[src/rtl/core/sdpt_pkg.sv]
`timescale 1ns / 1ps
// ----------------------------------------------------------------------------
// Step/direction position tracker package
// Shared widths, constants, register indexes and the config, state and result types.
// ----------------------------------------------------------------------------
package sdpt_pkg;

    localparam int unsigned BYTE_W   = 8;
    localparam int unsigned ANGLE_W  = 12;
    localparam int unsigned WINDOW_W = 11;
    localparam int unsigned LIFT_W   = 9;
    localparam int unsigned CFG_IDX_W = 2;

    // Control byte bit positions.
    localparam int unsigned ROT_STEP_BIT  = 0;
    localparam int unsigned ROT_DIR_BIT   = 1;
    localparam int unsigned LIFT_STEP_BIT = 2;
    localparam int unsigned LIFT_DIR_BIT  = 3;

    // Status byte: active-low flags on an all-ones base.
    localparam logic [BYTE_W-1:0] STATUS_IDLE      = 8'hFF;
    localparam logic [BYTE_W-1:0] STATUS_IN_WINDOW = 8'hFE;
    localparam logic [BYTE_W-1:0] STATUS_AT_TOP    = 8'hFD;
    localparam logic [BYTE_W-1:0] STATUS_AT_BOTTOM = 8'hFB;

    // Angle in tenths of a degree.
    localparam logic [ANGLE_W:0] FULL_TURN      = 13'd3600;
    localparam logic [ANGLE_W:0] ANGLE_STEP     = 13'd9;
    localparam logic [ANGLE_W:0] TURN_LESS_STEP = 13'd3591;
    localparam logic [ANGLE_W-1:0] CCW_SNAP_BELOW = 12'd10;
    localparam logic [ANGLE_W-1:0] CW_SNAP_FROM   = 12'd3590;
    localparam logic [ANGLE_W-1:0] ANGLE_FULL     = 12'd3600;
    localparam logic [ANGLE_W-1:0] ANGLE_ZERO     = 12'd0;

    // Register indexes.
    localparam logic [CFG_IDX_W-1:0] REG_START_ANGLE    = 2'd0;
    localparam logic [CFG_IDX_W-1:0] REG_WINDOW_WIDTH   = 2'd1;
    localparam logic [CFG_IDX_W-1:0] REG_LIFT_BOTTOM    = 2'd2;
    localparam logic [CFG_IDX_W-1:0] REG_LIFT_INTERLOCK = 2'd3;

    // Register reset values.
    localparam logic [ANGLE_W-1:0]  START_ANGLE_RST    = 12'd720;
    localparam logic [WINDOW_W-1:0] WINDOW_WIDTH_RST   = 11'd200;
    localparam logic [LIFT_W-1:0]   LIFT_BOTTOM_RST    = 9'd400;
    localparam logic [LIFT_W-1:0]   LIFT_INTERLOCK_RST = 9'd209;

    typedef struct packed {
        logic [WINDOW_W-1:0] window_width;
        logic [LIFT_W-1:0]   lift_bottom;
        logic [LIFT_W-1:0]   lift_interlock;
    } cfg_t;

    typedef struct packed {
        logic [BYTE_W-1:0]  previous_byte;
        logic               primed;
        logic [ANGLE_W-1:0] angle;
        logic [LIFT_W-1:0]  lift;
        logic               window_reported;
        logic               top_reported;
        logic               bottom_reported;
    } track_state_t;

    typedef struct packed {
        logic [BYTE_W-1:0]  status_byte;
        logic               send_now;
        logic [ANGLE_W-1:0] angle_now;
        logic [LIFT_W-1:0]  lift_now;
        logic               step_dropped;
    } result_t;

endpackage

[src/rtl/core/sdpt_step.sv]
`timescale 1ns / 1ps
// ----------------------------------------------------------------------------
// Step/direction position tracker update logic
// Decodes one control byte against the tracker state and produces the next
// state and the result beat.
// ----------------------------------------------------------------------------
module sdpt_step
    import sdpt_pkg::*;
(
    input  track_state_t      state,
    input  cfg_t              cfg,
    input  logic [BYTE_W-1:0] control_byte,
    output track_state_t      state_next,
    output result_t           result
);

    logic               rot_fall;
    logic               lift_fall;
    logic               ccw;
    logic [ANGLE_W:0]   angle_raw;
    logic [ANGLE_W:0]   angle_wrap;
    logic [ANGLE_W-1:0] angle_step;
    logic               in_window;
    logic [ANGLE_W-1:0] window_low;

    assign rot_fall  = state.previous_byte[ROT_STEP_BIT] & ~control_byte[ROT_STEP_BIT];
    assign lift_fall = state.previous_byte[LIFT_STEP_BIT] & ~control_byte[LIFT_STEP_BIT];
    assign ccw       = control_byte[ROT_DIR_BIT];

    always_comb
    begin
        if (ccw)
        begin
            if ({1'b0, state.angle} < ANGLE_STEP)
            begin
                angle_raw = {1'b0, state.angle} + TURN_LESS_STEP;
            end
            else
            begin
                angle_raw = {1'b0, state.angle} - ANGLE_STEP;
            end
        end
        else
        begin
            angle_raw = {1'b0, state.angle} + ANGLE_STEP;
        end
        if (angle_raw > FULL_TURN)
        begin
            angle_wrap = angle_raw - FULL_TURN;
        end
        else
        begin
            angle_wrap = angle_raw;
        end
    end

    assign angle_step = angle_wrap[ANGLE_W-1:0];
    assign window_low = ANGLE_FULL - {1'b0, cfg.window_width};
    assign in_window  = (angle_step <= {1'b0, cfg.window_width}) || (angle_step >= window_low);

    always_comb
    begin
        state_next          = state;
        result.status_byte  = STATUS_IDLE;
        result.send_now     = 1'b0;
        result.step_dropped = 1'b0;

        if (!state.primed)
        begin
            state_next.primed        = 1'b1;
            state_next.previous_byte = control_byte;
        end
        else if (rot_fall)
        begin
            // A dropped step leaves the whole byte without effect.
            if (state.lift >= cfg.lift_interlock)
            begin
                result.step_dropped = 1'b1;
            end
            else
            begin
                state_next.angle = angle_step;
                if (in_window)
                begin
                    result.status_byte = STATUS_IN_WINDOW;
                    if (!state.window_reported)
                    begin
                        result.send_now            = 1'b1;
                        state_next.window_reported = 1'b1;
                    end
                    if (ccw && (angle_step < CCW_SNAP_BELOW))
                    begin
                        state_next.angle = ANGLE_FULL;
                    end
                    if (!ccw && (angle_step >= CW_SNAP_FROM))
                    begin
                        state_next.angle = ANGLE_ZERO;
                    end
                end
                else
                begin
                    state_next.window_reported = 1'b0;
                end
                state_next.previous_byte = control_byte;
            end
        end
        else
        begin
            if (lift_fall)
            begin
                if (control_byte[LIFT_DIR_BIT])
                begin
                    if (state.lift >= cfg.lift_bottom)
                    begin
                        state_next.lift    = cfg.lift_bottom;
                        result.status_byte = STATUS_AT_BOTTOM;
                        if (!state.bottom_reported)
                        begin
                            result.send_now            = 1'b1;
                            state_next.bottom_reported = 1'b1;
                        end
                    end
                    else
                    begin
                        state_next.lift            = state.lift + 1'b1;
                        state_next.bottom_reported = 1'b0;
                    end
                end
                else
                begin
                    if (state.lift == '0)
                    begin
                        result.status_byte = STATUS_AT_TOP;
                        if (!state.top_reported)
                        begin
                            result.send_now         = 1'b1;
                            state_next.top_reported = 1'b1;
                        end
                    end
                    else
                    begin
                        state_next.lift         = state.lift - 1'b1;
                        state_next.top_reported = 1'b0;
                    end
                end
            end
            state_next.previous_byte = control_byte;
        end

        result.angle_now = state_next.angle;
        result.lift_now  = state_next.lift;
    end

endmodule

[src/rtl/core/step_dir_position_tracker_top.sv]
`timescale 1ns / 1ps
// ----------------------------------------------------------------------------
// Step/direction position tracker
// Counts rotary and lift steps from control bytes and reports window and
// end-stop status.
// ----------------------------------------------------------------------------
//  Channel   Handshake            Payload
//  input     in_valid/in_ready    control_byte
//  output    out_valid/out_ready  status_byte, send_now, angle_now, lift_now,
//                                 step_dropped
//  config    cfg_valid/cfg_ready  cfg_index, cfg_data
//
//  A beat is registered at the input and then processed into the output
//  register, which offers its result. One beat per cycle is sustained while
//  the output is not stalled; a stalled output register holds its beat and
//  the input stage backs up behind it, two beats deep.
//  Reset clears the valid flags, presets the registers and tracker state, but
//  not the input byte and result data; cfg_ready is always high.
// ----------------------------------------------------------------------------
module step_dir_position_tracker_top
    import sdpt_pkg::*;
(
    input  logic                 clk,
    input  logic                 rst_n,
    input  logic                 in_valid,
    output logic                 in_ready,
    input  logic [BYTE_W-1:0]    control_byte,
    output logic                 out_valid,
    input  logic                 out_ready,
    output logic [BYTE_W-1:0]    status_byte,
    output logic                 send_now,
    output logic [ANGLE_W-1:0]   angle_now,
    output logic [LIFT_W-1:0]    lift_now,
    output logic                 step_dropped,
    input  logic                 cfg_valid,
    output logic                 cfg_ready,
    input  logic [CFG_IDX_W-1:0] cfg_index,
    input  logic [31:0]          cfg_data
);

    logic               in_valid_reg;
    logic [BYTE_W-1:0]  in_byte_reg;
    logic               out_valid_reg;
    result_t            result_reg;
    result_t            result_next;
    track_state_t       state_reg;
    track_state_t       state_next;
    cfg_t               cfg_reg;
    logic               advance;
    logic               cfg_write;

    assign advance   = in_valid_reg && (!out_valid_reg || out_ready);
    assign in_ready  = !in_valid_reg || advance;
    assign cfg_ready = 1'b1;
    assign cfg_write = cfg_valid && cfg_ready;

    sdpt_step u_step (
        .state        (state_reg),
        .cfg          (cfg_reg),
        .control_byte (in_byte_reg),
        .state_next   (state_next),
        .result       (result_next)
    );

    always_ff @(posedge clk or negedge rst_n)
    begin
        if (!rst_n)
        begin
            in_valid_reg               <= 1'b0;
            out_valid_reg              <= 1'b0;
            cfg_reg.window_width       <= WINDOW_WIDTH_RST;
            cfg_reg.lift_bottom        <= LIFT_BOTTOM_RST;
            cfg_reg.lift_interlock     <= LIFT_INTERLOCK_RST;
            state_reg.previous_byte    <= '0;
            state_reg.primed           <= 1'b0;
            state_reg.angle            <= START_ANGLE_RST;
            state_reg.lift             <= '0;
            state_reg.window_reported  <= 1'b0;
            state_reg.top_reported     <= 1'b0;
            state_reg.bottom_reported  <= 1'b0;
        end
        else
        begin
            if (in_ready)
            begin
                in_valid_reg <= in_valid;
            end
            if (advance)
            begin
                out_valid_reg <= 1'b1;
                state_reg     <= state_next;
            end
            else if (out_ready)
            begin
                out_valid_reg <= 1'b0;
            end
            // Writes only come while idle, but the block does not enforce it; a start angle write reloads the angle.
            if (cfg_write)
            begin
                unique case (cfg_index)
                    REG_START_ANGLE:    state_reg.angle        <= cfg_data[ANGLE_W-1:0];
                    REG_WINDOW_WIDTH:   cfg_reg.window_width   <= cfg_data[WINDOW_W-1:0];
                    REG_LIFT_BOTTOM:    cfg_reg.lift_bottom    <= cfg_data[LIFT_W-1:0];
                    REG_LIFT_INTERLOCK: cfg_reg.lift_interlock <= cfg_data[LIFT_W-1:0];
                    default:            ;
                endcase
            end
        end
    end

    always_ff @(posedge clk)
    begin
        if (in_valid && in_ready)
        begin
            in_byte_reg <= control_byte;
        end
        if (advance)
        begin
            result_reg <= result_next;
        end
    end

    assign out_valid    = out_valid_reg;
    assign status_byte  = result_reg.status_byte;
    assign send_now     = result_reg.send_now;
    assign angle_now    = result_reg.angle_now;
    assign lift_now     = result_reg.lift_now;
    assign step_dropped = result_reg.step_dropped;

    a_advance_fills_output: assert property (@(posedge clk) disable iff (!rst_n)
        advance |=> out_valid_reg)
        else $error("processed beat did not reach the output register");

    a_stall_only_when_busy: assert property (@(posedge clk) disable iff (!rst_n)
        !in_ready |-> (in_valid_reg && out_valid_reg && !out_ready))
        else $error("input stalled without a blocked output");

    a_send_has_flag: assert property (@(posedge clk) disable iff (!rst_n)
        (out_valid_reg && send_now) |-> (status_byte != STATUS_IDLE))
        else $error("status sent with no flag lowered");

    a_drop_is_silent: assert property (@(posedge clk) disable iff (!rst_n)
        (out_valid_reg && step_dropped) |-> (!send_now && status_byte == STATUS_IDLE))
        else $error("dropped step produced a status report");

endmodule
[config.mk]
export PLATFORM = sky130hd
export DESIGN_NAME = step_dir_position_tracker_top
export DESIGN_NICKNAME = d
export VERILOG_FILES = /design/src/rtl/core/sdpt_pkg.sv /design/src/rtl/core/sdpt_step.sv /design/src/rtl/core/step_dir_position_tracker_top.sv
export SDC_FILE = /design/constraint.sdc
export NUM_CORES = 1
export LEC_CHECK = 0
export ABC_CLOCK_PERIOD_IN_PS = 4900
export BUFFER_PORTS_ARGS = -buffer_cell sky130_fd_sc_hd__clkbuf_2
export CORE_MARGIN = 1.5
export CORE_UTILIZATION = 35
export CTS_CLUSTER_SIZE = 30
export DETAILED_ROUTE_END_ITERATION = 10
export GPL_TIMING_DRIVEN = 0
export PLACE_DENSITY = 0.65
export SETUP_SLACK_MARGIN = 0.1
export SLEW_MARGIN = 20
export SYNTH_ARGS = -nofsm -noshare
export SYNTH_HDL_FRONTEND = slang
export SYNTH_HIERARCHICAL = 1
export SYNTH_SLANG_ARGS = --single-unit
[constraint.sdc]
create_clock -name clk -period 4.9 [get_ports clk]
set_input_delay 0.245 -clock clk [delete_from_list [all_inputs] [get_ports clk]]
set_output_delay 0.245 -clock clk [all_outputs]
set_load 0.02 [all_outputs]
# After elaboration in Yosys (flattened, before gate mapping)
# Cells that the tools add are included.
# classes
n_reduce_logical,21
div_mod_pow,0
n_lt_le_gt_ge,8
add_sub_neg,7
n_eq_ne,4
n_bitwise,7
muxes,42
shifts,0
n_mul,0
# ops
op,count
12-bit 2-to-1 mux,8
9-bit 2-to-1 mux,8
24-bit 2-to-1 mux,2
13-bit 2-to-1 mux,2
12-bit by 4-bit less-than comparator with 1-bit output (second input constant),2
9-bit greater-or-equal comparator,2
12-bit by 12-bit adder with 13-bit output (second input constant),1
12-bit by 4-bit adder with 13-bit output (second input constant),1
13-bit by 12-bit > comparator with 1-bit output (second input constant),1
1-bit 2-to-1 mux,13
12-bit by 4-bit subtractor with 13-bit output (second input constant),1
12-bit greater-or-equal comparator,1
12-bit greater-or-equal comparator (second input constant),1
12-bit by 11-bit less-or-equal comparator with 1-bit output,1
3-bit 2-to-1 mux,4
12-bit by 11-bit subtractor with 12-bit output (first input constant),1
12-bit subtractor (second input constant),1
2-bit AND reduction,5
5-bit AND reduction,2
9-bit by 1-bit adder with 9-bit output (second input constant),1
9-bit zero test,1
9-bit by 1-bit subtractor with 9-bit output (second input constant),1
4-bit 2-to-1 mux,2
2-bit 2-to-1 mux,3
other kinds (11),24
# word_totals
elab_cells,107
mem_bits_rw,0
reg_bits,94
output_inout_bits,34
romBits,0
latch_bits,0
mem_count,0

# Depth between registers and ports, before layout
# Gate-level depths: netlist of the first run.
# logic_depth
depth_word,16
depth_mapped,28

# Cells and area by module
# The synthesis of the first run kept the hierarchy.
# by_module_without_submodules
module,seq_area_each_um2,area_each_um2,n_inst,cells_per_inst
step_dir_position_tracker_top,2790.2,3769.9,1,226
sdpt_step,0.0,3236.9,1,462

# Worst setup path before layout of the first run
# Ideal clock, no wire load.
# synth_timing
kind,register to register
from,register state_reg[12] (netlist bit)
to,register state_reg[23] (netlist bit)
synth_period_minus_slack_ns,4.942
setup_slack_ns,-0.042
n_path_buf,2
arrival_time_ns,4.817
setup_time_ns,0.126
path_stages_with_launch,27
cell_sequence,dfrtp_1 -> buf_2 -> o31ai_1 -> a31oi_1 -> xnor2_1 -> a21oi_2 -> inv_1 -> ha_1 -> nand3_1 -> nor3_1 -> a21o_2 -> a31oi_4 -> a21oi_1 -> a31oi_1 -> ha_1 -> o21a_1 -> o211ai_1 -> a31oi_1 -> o221ai_1 -> a31oi_1 -> o211ai_1 -> nand4_1 -> a21oi_2 -> a221oi_1 -> buf_4 -> a31oi_1 -> a21oi_1
# synth_lines
item,line,rtl
start: declaration,step_dir_position_tracker_top.sv:46,track_state_t state_reg;
start signal: assignment,step_dir_position_tracker_top.sv:91,state_reg <= state_next;

==> results.py, run 1 <==
metrics = {
    "power_and_ir_drop": {
        "p_switching_mw": 1.774,
        "power.total_mw": 4.324,
        "p_leak_nw": 3.626,
        "power.density_nw_per_um2": 524.5,
        "p_int_mw": 2.551,
        "p_seq_frac": 0.278,
        "comb_power_share": 0.548,
        "peakVddDrop_v": 0.0002078,
        "swShare": 0.4102,
        "clockPowerShare": 0.174,
    },
    "timing": {
        "hold_viol": 0,
        "fin_crit_ns": 5.161,
        "fin_setup_tns_ns": -2.249,
        "slew_headroom": 0.4697,
        "setup_viol": 15,
        "fmax_mhz": 193.7,
        "slew_violations": 0,
        "rsz0062_at_grt": "yes",
        "worst_slack_ns": -0.2613,
        "timing.final.crit_share": 1.053,
        "tightest_slew_ns": 0.7954,
        "skew_ns": 0.006602,
    },
    "finish": {
        "layout_common_cells": "buf_4 (71), clkbuf_2 (54), inv_1 (46)",
        "area_growth_pct": 24.86,
        "largest_reg_flops": 29,
        "n_antenna_cell": 0,
        "mostFrequentLayoutCell": "buf_4",
        "finish.utilization": 0.4438,
        "drive_above_1_share": 0.3776,
        "fin_nets": 872,
    },
    "setup_path": {
        "critPathLaunchType": "register",
        "crit_start": "state_reg[17]",
        "crit_type": "reg -> reg",
        "crit_path_end_kind": "register",
        "cpMostUsedCell": "buf_4",
        "cp.required_ns": 5.13,
        "reg2reg_from": "state_reg[17]",
        "worstPathMaxFanout": 6,
        "cpLargestDelayFamily": "compound AO/OA/AOI/OAI gates",
        "slowest_delay_ns": 0.39,
        "cp.arrival_ns": 5.39,
        "critPathSlowestCell": "dfrtp_1",
        "crit_buf_inv": 7,
    },
    "placement": {
        "dp_hpwl_mm": 12.46,
        "gp_congestion": 0.8556,
        "post-place-ws_ns": -1.151,
        "port_buffers": 55,
    },
    "drt": {
        "drtIter0Drc": 376,
        "dr.pass1.iters": 5,
        "routed_wirelength_mm": 17.44,
        "dr_total_vias": 5492,
        "vias_per_cell": 5.395,
        "wl_per_cell_um": 17.13,
        "drc": 0,
        "ant_nets": 0,
    },
    "grt": {
        "grt_pass1_wl_mm": 27.40,
        "antenna_found_initial": 0,
        "grt-ovfl-total": 0,
        "grt_pass1_vias": 5225,
        "grt_max_degree": 33,
        "grt_usage": 0.1750,
    },
    "status": {
        "status": "complete, but fails checks",
        "violations": "negative setup slack",
    },
    "clock_tree": {
        "insertion_delay_ns": 0.34,
        "cts_tree": "yes",
        "numCtsBuffers": 9,
        "clk_pin_slew_worst_paths_ns": 0.07,
        "clockRootBuffer": "clkbuf_16",
        "max-clock-path-buffers": 2,
        "ctsHtreeMaxLevel": 3,
        "cts_num_sinks": 93,
    },
    "yosys": {
        "synth.avg_cell_area_um2": 9.931,
        "synth.cell_area_um2": 6604,
        "synth_cells": 665,
        "ys_warn_count": 6,
    },
    "hold_path": {
        "hold_class": "in -> reg",
        "worst_hold_startpoint": "control_byte[3]",
    },
    "die": {
        "core_area_um2": 18580,
        "io_pins": 81,
        "die_w_um": 140.4,
        "die_h_um": 140.4,
        "die_area_um2": 19700,
        "start_util": 0.3554,
        "rows": 50,
    },
    "flow_run": {
        "maxCapViolations": 0,
    },
}
==> path summary, 6_finish.rpt <==
| kind | to | slack, ns | cells past startpoint |
|---|---|---|---|
| setup / recovery | state_reg[12] | -0.26 | 27 |
| hold / removal | in_byte_reg[3] | 0.08 | 1 |
| setup reg to reg | state_reg[12] | -0.26 | 27 |
| hold reg to reg | state_reg[18] | 0.50 | 2 |
| max in group asynchronous | cfg_reg[16] | 3.91 | 3 |
| min in group asynchronous | state_reg[3] | 0.40 | 2 |
==> power groups by stage <==
stage | logic (mW) | registers [mW] | clock network (mW)
2_1_floorplan | 1.46 | 1.21 | 0
3_3_place_gp | 1.91 | 1.21 | 0
3_5_place_dp | 1.94 | 1.21 | 0
4_1_cts | 2.19 | 1.20 | 0.767
5_1_grt | 2.58 | 1.23 | 0.799
6_report | 2.37 | 1.20 | 0.752
==> layout make-up <==
class                           count  area (um^2)
Timing Repair Buffer               99        630.6
Multi-Input combinational cell    471         3904
Fill cell                        1729        10330
Tap cell                          234        292.8
Sequential cell                    93         2526
Clock inverter                      7        97.59
Inverter                           49        183.9
Clock buffer                        9        225.2
Buffer                             56        385.4
==> timing repair <==
action / in CTS / in global routing
hold buffers: 1 / 0
endpoints found under the setup margin: 21 / 20
endpoints found under the hold margin: 21 / 0
buffers inserted: 32 / 11
cloned: 0 / 0
pin swaps: 25 / 21
gates resized for setup: 46 / 23
==> through the flow <==
stage | instance area [um^2] | cells | hold slack [ns]
after global routing | 8245 | 1018 | 0.07348
final | 8245 | 1018 | 0.07983
after CTS | 8026 | 1008 | 0.07374
after global placement | 7236 | 959 | 0.4324
after detailed placement | 7258 | 960 | 0.2308
after floorplan | 6668 | 670 | -0.05059
==> worst register-to-register path, cell delays in order (launching register included) <==
cell and delay, ns:
dfrtp_1 0.39, buf_6 0.14, nor4_4 0.31, a31oi_1 0.14, xnor2_1 0.15, a21oi_2 0.20, inv_1 0.09, ha_2 0.19
nand3_2 0.08, nor3_2 0.04, a21o_2 0.24, buf_4 0.14, buf_4 0.13, a21oi_1 0.20, o221ai_2 0.24, ha_1 0.35
and4_1 0.21, o211a_1 0.19, a31oi_1 0.10, o211ai_1 0.20, buf_4 0.16, nand4_1 0.19, a21oi_4 0.28, buf_6 0.17
o31ai_4 0.09, buf_4 0.15, a31oi_4 0.19, a21oi_2 0.07
==> layer usage <==
layer  part of all wire  up-vias  global-route usage
li1                   -     2603                   -
met1               0.47     2664              0.2440
met2               0.46      188              0.2759
met3              0.047       37             0.02906
met4              0.025        0             0.05762
met5                  0        -                   0
Note: power is estimated with default switching activity, not from simulation.
==> run 2, diff against run 1 <==
CTS_BUF_LIST = sky130_fd_sc_hd__clkbuf_2 sky130_fd_sc_hd__clkbuf_4 sky130_fd_sc_hd__clkbuf_8   (was not set)
==> results.py, run 2 (same netlist as run 1, synthesis figures left out) <==
metrics = {
    "status": {
        "status": "complete, but fails checks",
        "violations": "negative setup slack",
    },
    "setup_path": {
        "cp.arrival_ns": 5.50,
        "cp.required_ns": 5.21,
        "crit_type": "reg -> reg",
        "worstPathMaxFanout": 10,
        "critPathLaunchType": "register",
        "crit_path_end_kind": "register",
    },
    "clock_tree": {
        "clk_pin_slew_worst_paths_ns": 0.10,
        "cts_num_sinks": 93,
        "numCtsBuffers": 9,
        "cts_tree": "yes",
        "insertion_delay_ns": 0.37,
        "max-clock-path-buffers": 2,
        "clockRootBuffer": "clkbuf_8",
        "ctsHtreeMaxLevel": 3,
    },
    "grt": {
        "grt_usage": 0.1735,
        "grt_max_degree": 33,
        "grt_pass1_vias": 5183,
        "antenna_found_initial": 0,
        "grt-ovfl-total": 0,
        "grt_pass1_wl_mm": 27.22,
    },
    "drt": {
        "drtIter0Drc": 476,
        "ant_nets": 0,
        "vias_per_cell": 5.464,
        "dr_total_vias": 5573,
        "routed_wirelength_mm": 17.60,
        "dr.pass1.iters": 5,
        "wl_per_cell_um": 17.25,
        "drc": 0,
    },
    "finish": {
        "fin_nets": 874,
        "n_antenna_cell": 0,
        "finish.utilization": 0.4385,
        "largest_reg_flops": 29,
        "area_growth_pct": 23.38,
        "layout_common_cells": "buf_4 (72), clkbuf_2 (54), inv_1 (46)",
        "final-seq-area_um2": 2526,
        "fillers": 1747,
        "multi_input_area_um2": 3880,
        "mostFrequentLayoutCell": "buf_4",
        "drive_above_1_share": 0.3779,
    },
    "power_and_ir_drop": {
        "p_int_mw": 2.390,
        "p_seq_frac": 0.290,
        "p_switching_mw": 1.763,
        "power.density_nw_per_um2": 509.7,
        "peakVddDrop_v": 0.0001776,
        "p_leak_nw": 3.603,
        "swShare": 0.4245,
        "comb_power_share": 0.572,
        "power.total_mw": 4.153,
        "clockPowerShare": 0.138,
    },
    "placement": {
        "port_buffers": 55,
        "dp_hpwl_mm": 12.46,
        "post-place-ws_ns": -1.151,
        "gp_congestion": 0.8556,
    },
    "timing": {
        "skew_ns": 0.01047,
        "tightest_slew_ns": 0.7231,
        "slew_headroom": 0.5179,
        "rsz0062_at_grt": "yes",
        "worst_slack_ns": -0.2965,
        "setup_viol": 15,
        "fin_crit_ns": 5.196,
        "fmax_mhz": 192.4,
        "timing.final.crit_share": 1.061,
        "whs_ns": 0.05389,
        "hold_viol": 0,
        "slew_violations": 0,
    },
    "flow_run": {
        "maxCapViolations": 0,
    },
    "die": {
        "start_util": 0.3554,
        "die_w_um": 140.4,
        "die_area_um2": 19700,
        "die_h_um": 140.4,
        "io_pins": 81,
        "rows": 50,
        "core_area_um2": 18580,
    },
    "hold_path": {
        "hold_class": "in -> reg",
    },
}
[run 2: final timing paths]
path                       slack (ns)  cells past startpoint        endpoint             from
min reg2reg                      0.50                      2   state_reg[18]    state_reg[18]
max in group asynchronous        3.94                      3     cfg_reg[24]            rst_n
max                             -0.30                     25   state_reg[21]   in_byte_reg[1]
max reg2reg                     -0.30                     25   state_reg[21]   in_byte_reg[1]
min                              0.05                      1  in_byte_reg[3]  control_byte[3]
min in group asynchronous        0.37                      2    state_reg[3]            rst_n
[run 2: routing by layer]
layer,vias up,global-route usage,part of all wire
li1,2609,-,-
met1,2654,0.2440,0.45
met2,259,0.2728,0.45
met3,51,0.03214,0.068
met4,0,0.04820,0.029
met5,-,0,0
[run 2: power by group through the flow]
| stage | logic, mW | registers, mW | clock network, mW |
|---|---|---|---|
| after floorplan | 1.46 | 1.21 | 0 |
| after CTS | 2.20 | 1.20 | 0.587 |
| final | 2.38 | 1.20 | 0.574 |
| after detailed placement | 1.94 | 1.21 | 0 |
| after global placement | 1.91 | 1.21 | 0 |
| after global routing | 2.59 | 1.23 | 0.618 |
[run 2: area by class of cell]
| class | count | area share |
|---|---|---|
| inverter | 49 | 0.02257 |
| multi-input combinational | 471 | 0.4762 |
| tap | 234 | 0.03593 |
| clock inverter | 7 | 0.01198 |
| sequential | 93 | 0.3100 |
| timing repair buffer | 102 | 0.08216 |
| buffer | 55 | 0.04592 |
| clock buffer | 9 | 0.01520 |
[run 2: repair_timing]
item	CTS	global route
pin swaps	29	20
setup endpoints to repair	21	20
endpoints found under the hold margin	21	0
hold buffers	1	0
gates resized for setup	49	17
setup buffers	32	13
[run 2: through the flow]
step,cell area [um^2],std cells,setup TNS (ns)
finish,8148,1020,-2.329
global route,8148,1020,-6.115
CTS,7945,1007,-0.5773
detailed placement,7258,960,-17.43
global placement,7236,959,-17.50
floorplan,6668,670,0
[run 2: critical path, stage by stage (launching register included)]
cell and delay [ns]:
edfxtp_1 0.46, buf_2 0.23, nand4b_1 0.33, buf_4 0.23, nor3b_1 0.20, a31oi_1 0.12, xnor2_2 0.22, nor3_4 0.24
a31oi_4 0.17, buf_4 0.20, xnor2_2 0.14, ha_1 0.31, a21o_1 0.18, a21oi_1 0.13, o21ai_1 0.10, o211a_1 0.26
a31oi_1 0.21, o211ai_1 0.11, buf_4 0.17, nand4_1 0.14, a21oi_4 0.08, buf_4 0.15, a221oi_4 0.28, buf_4 0.17
a31oi_1 0.11, a21oi_1 0.19
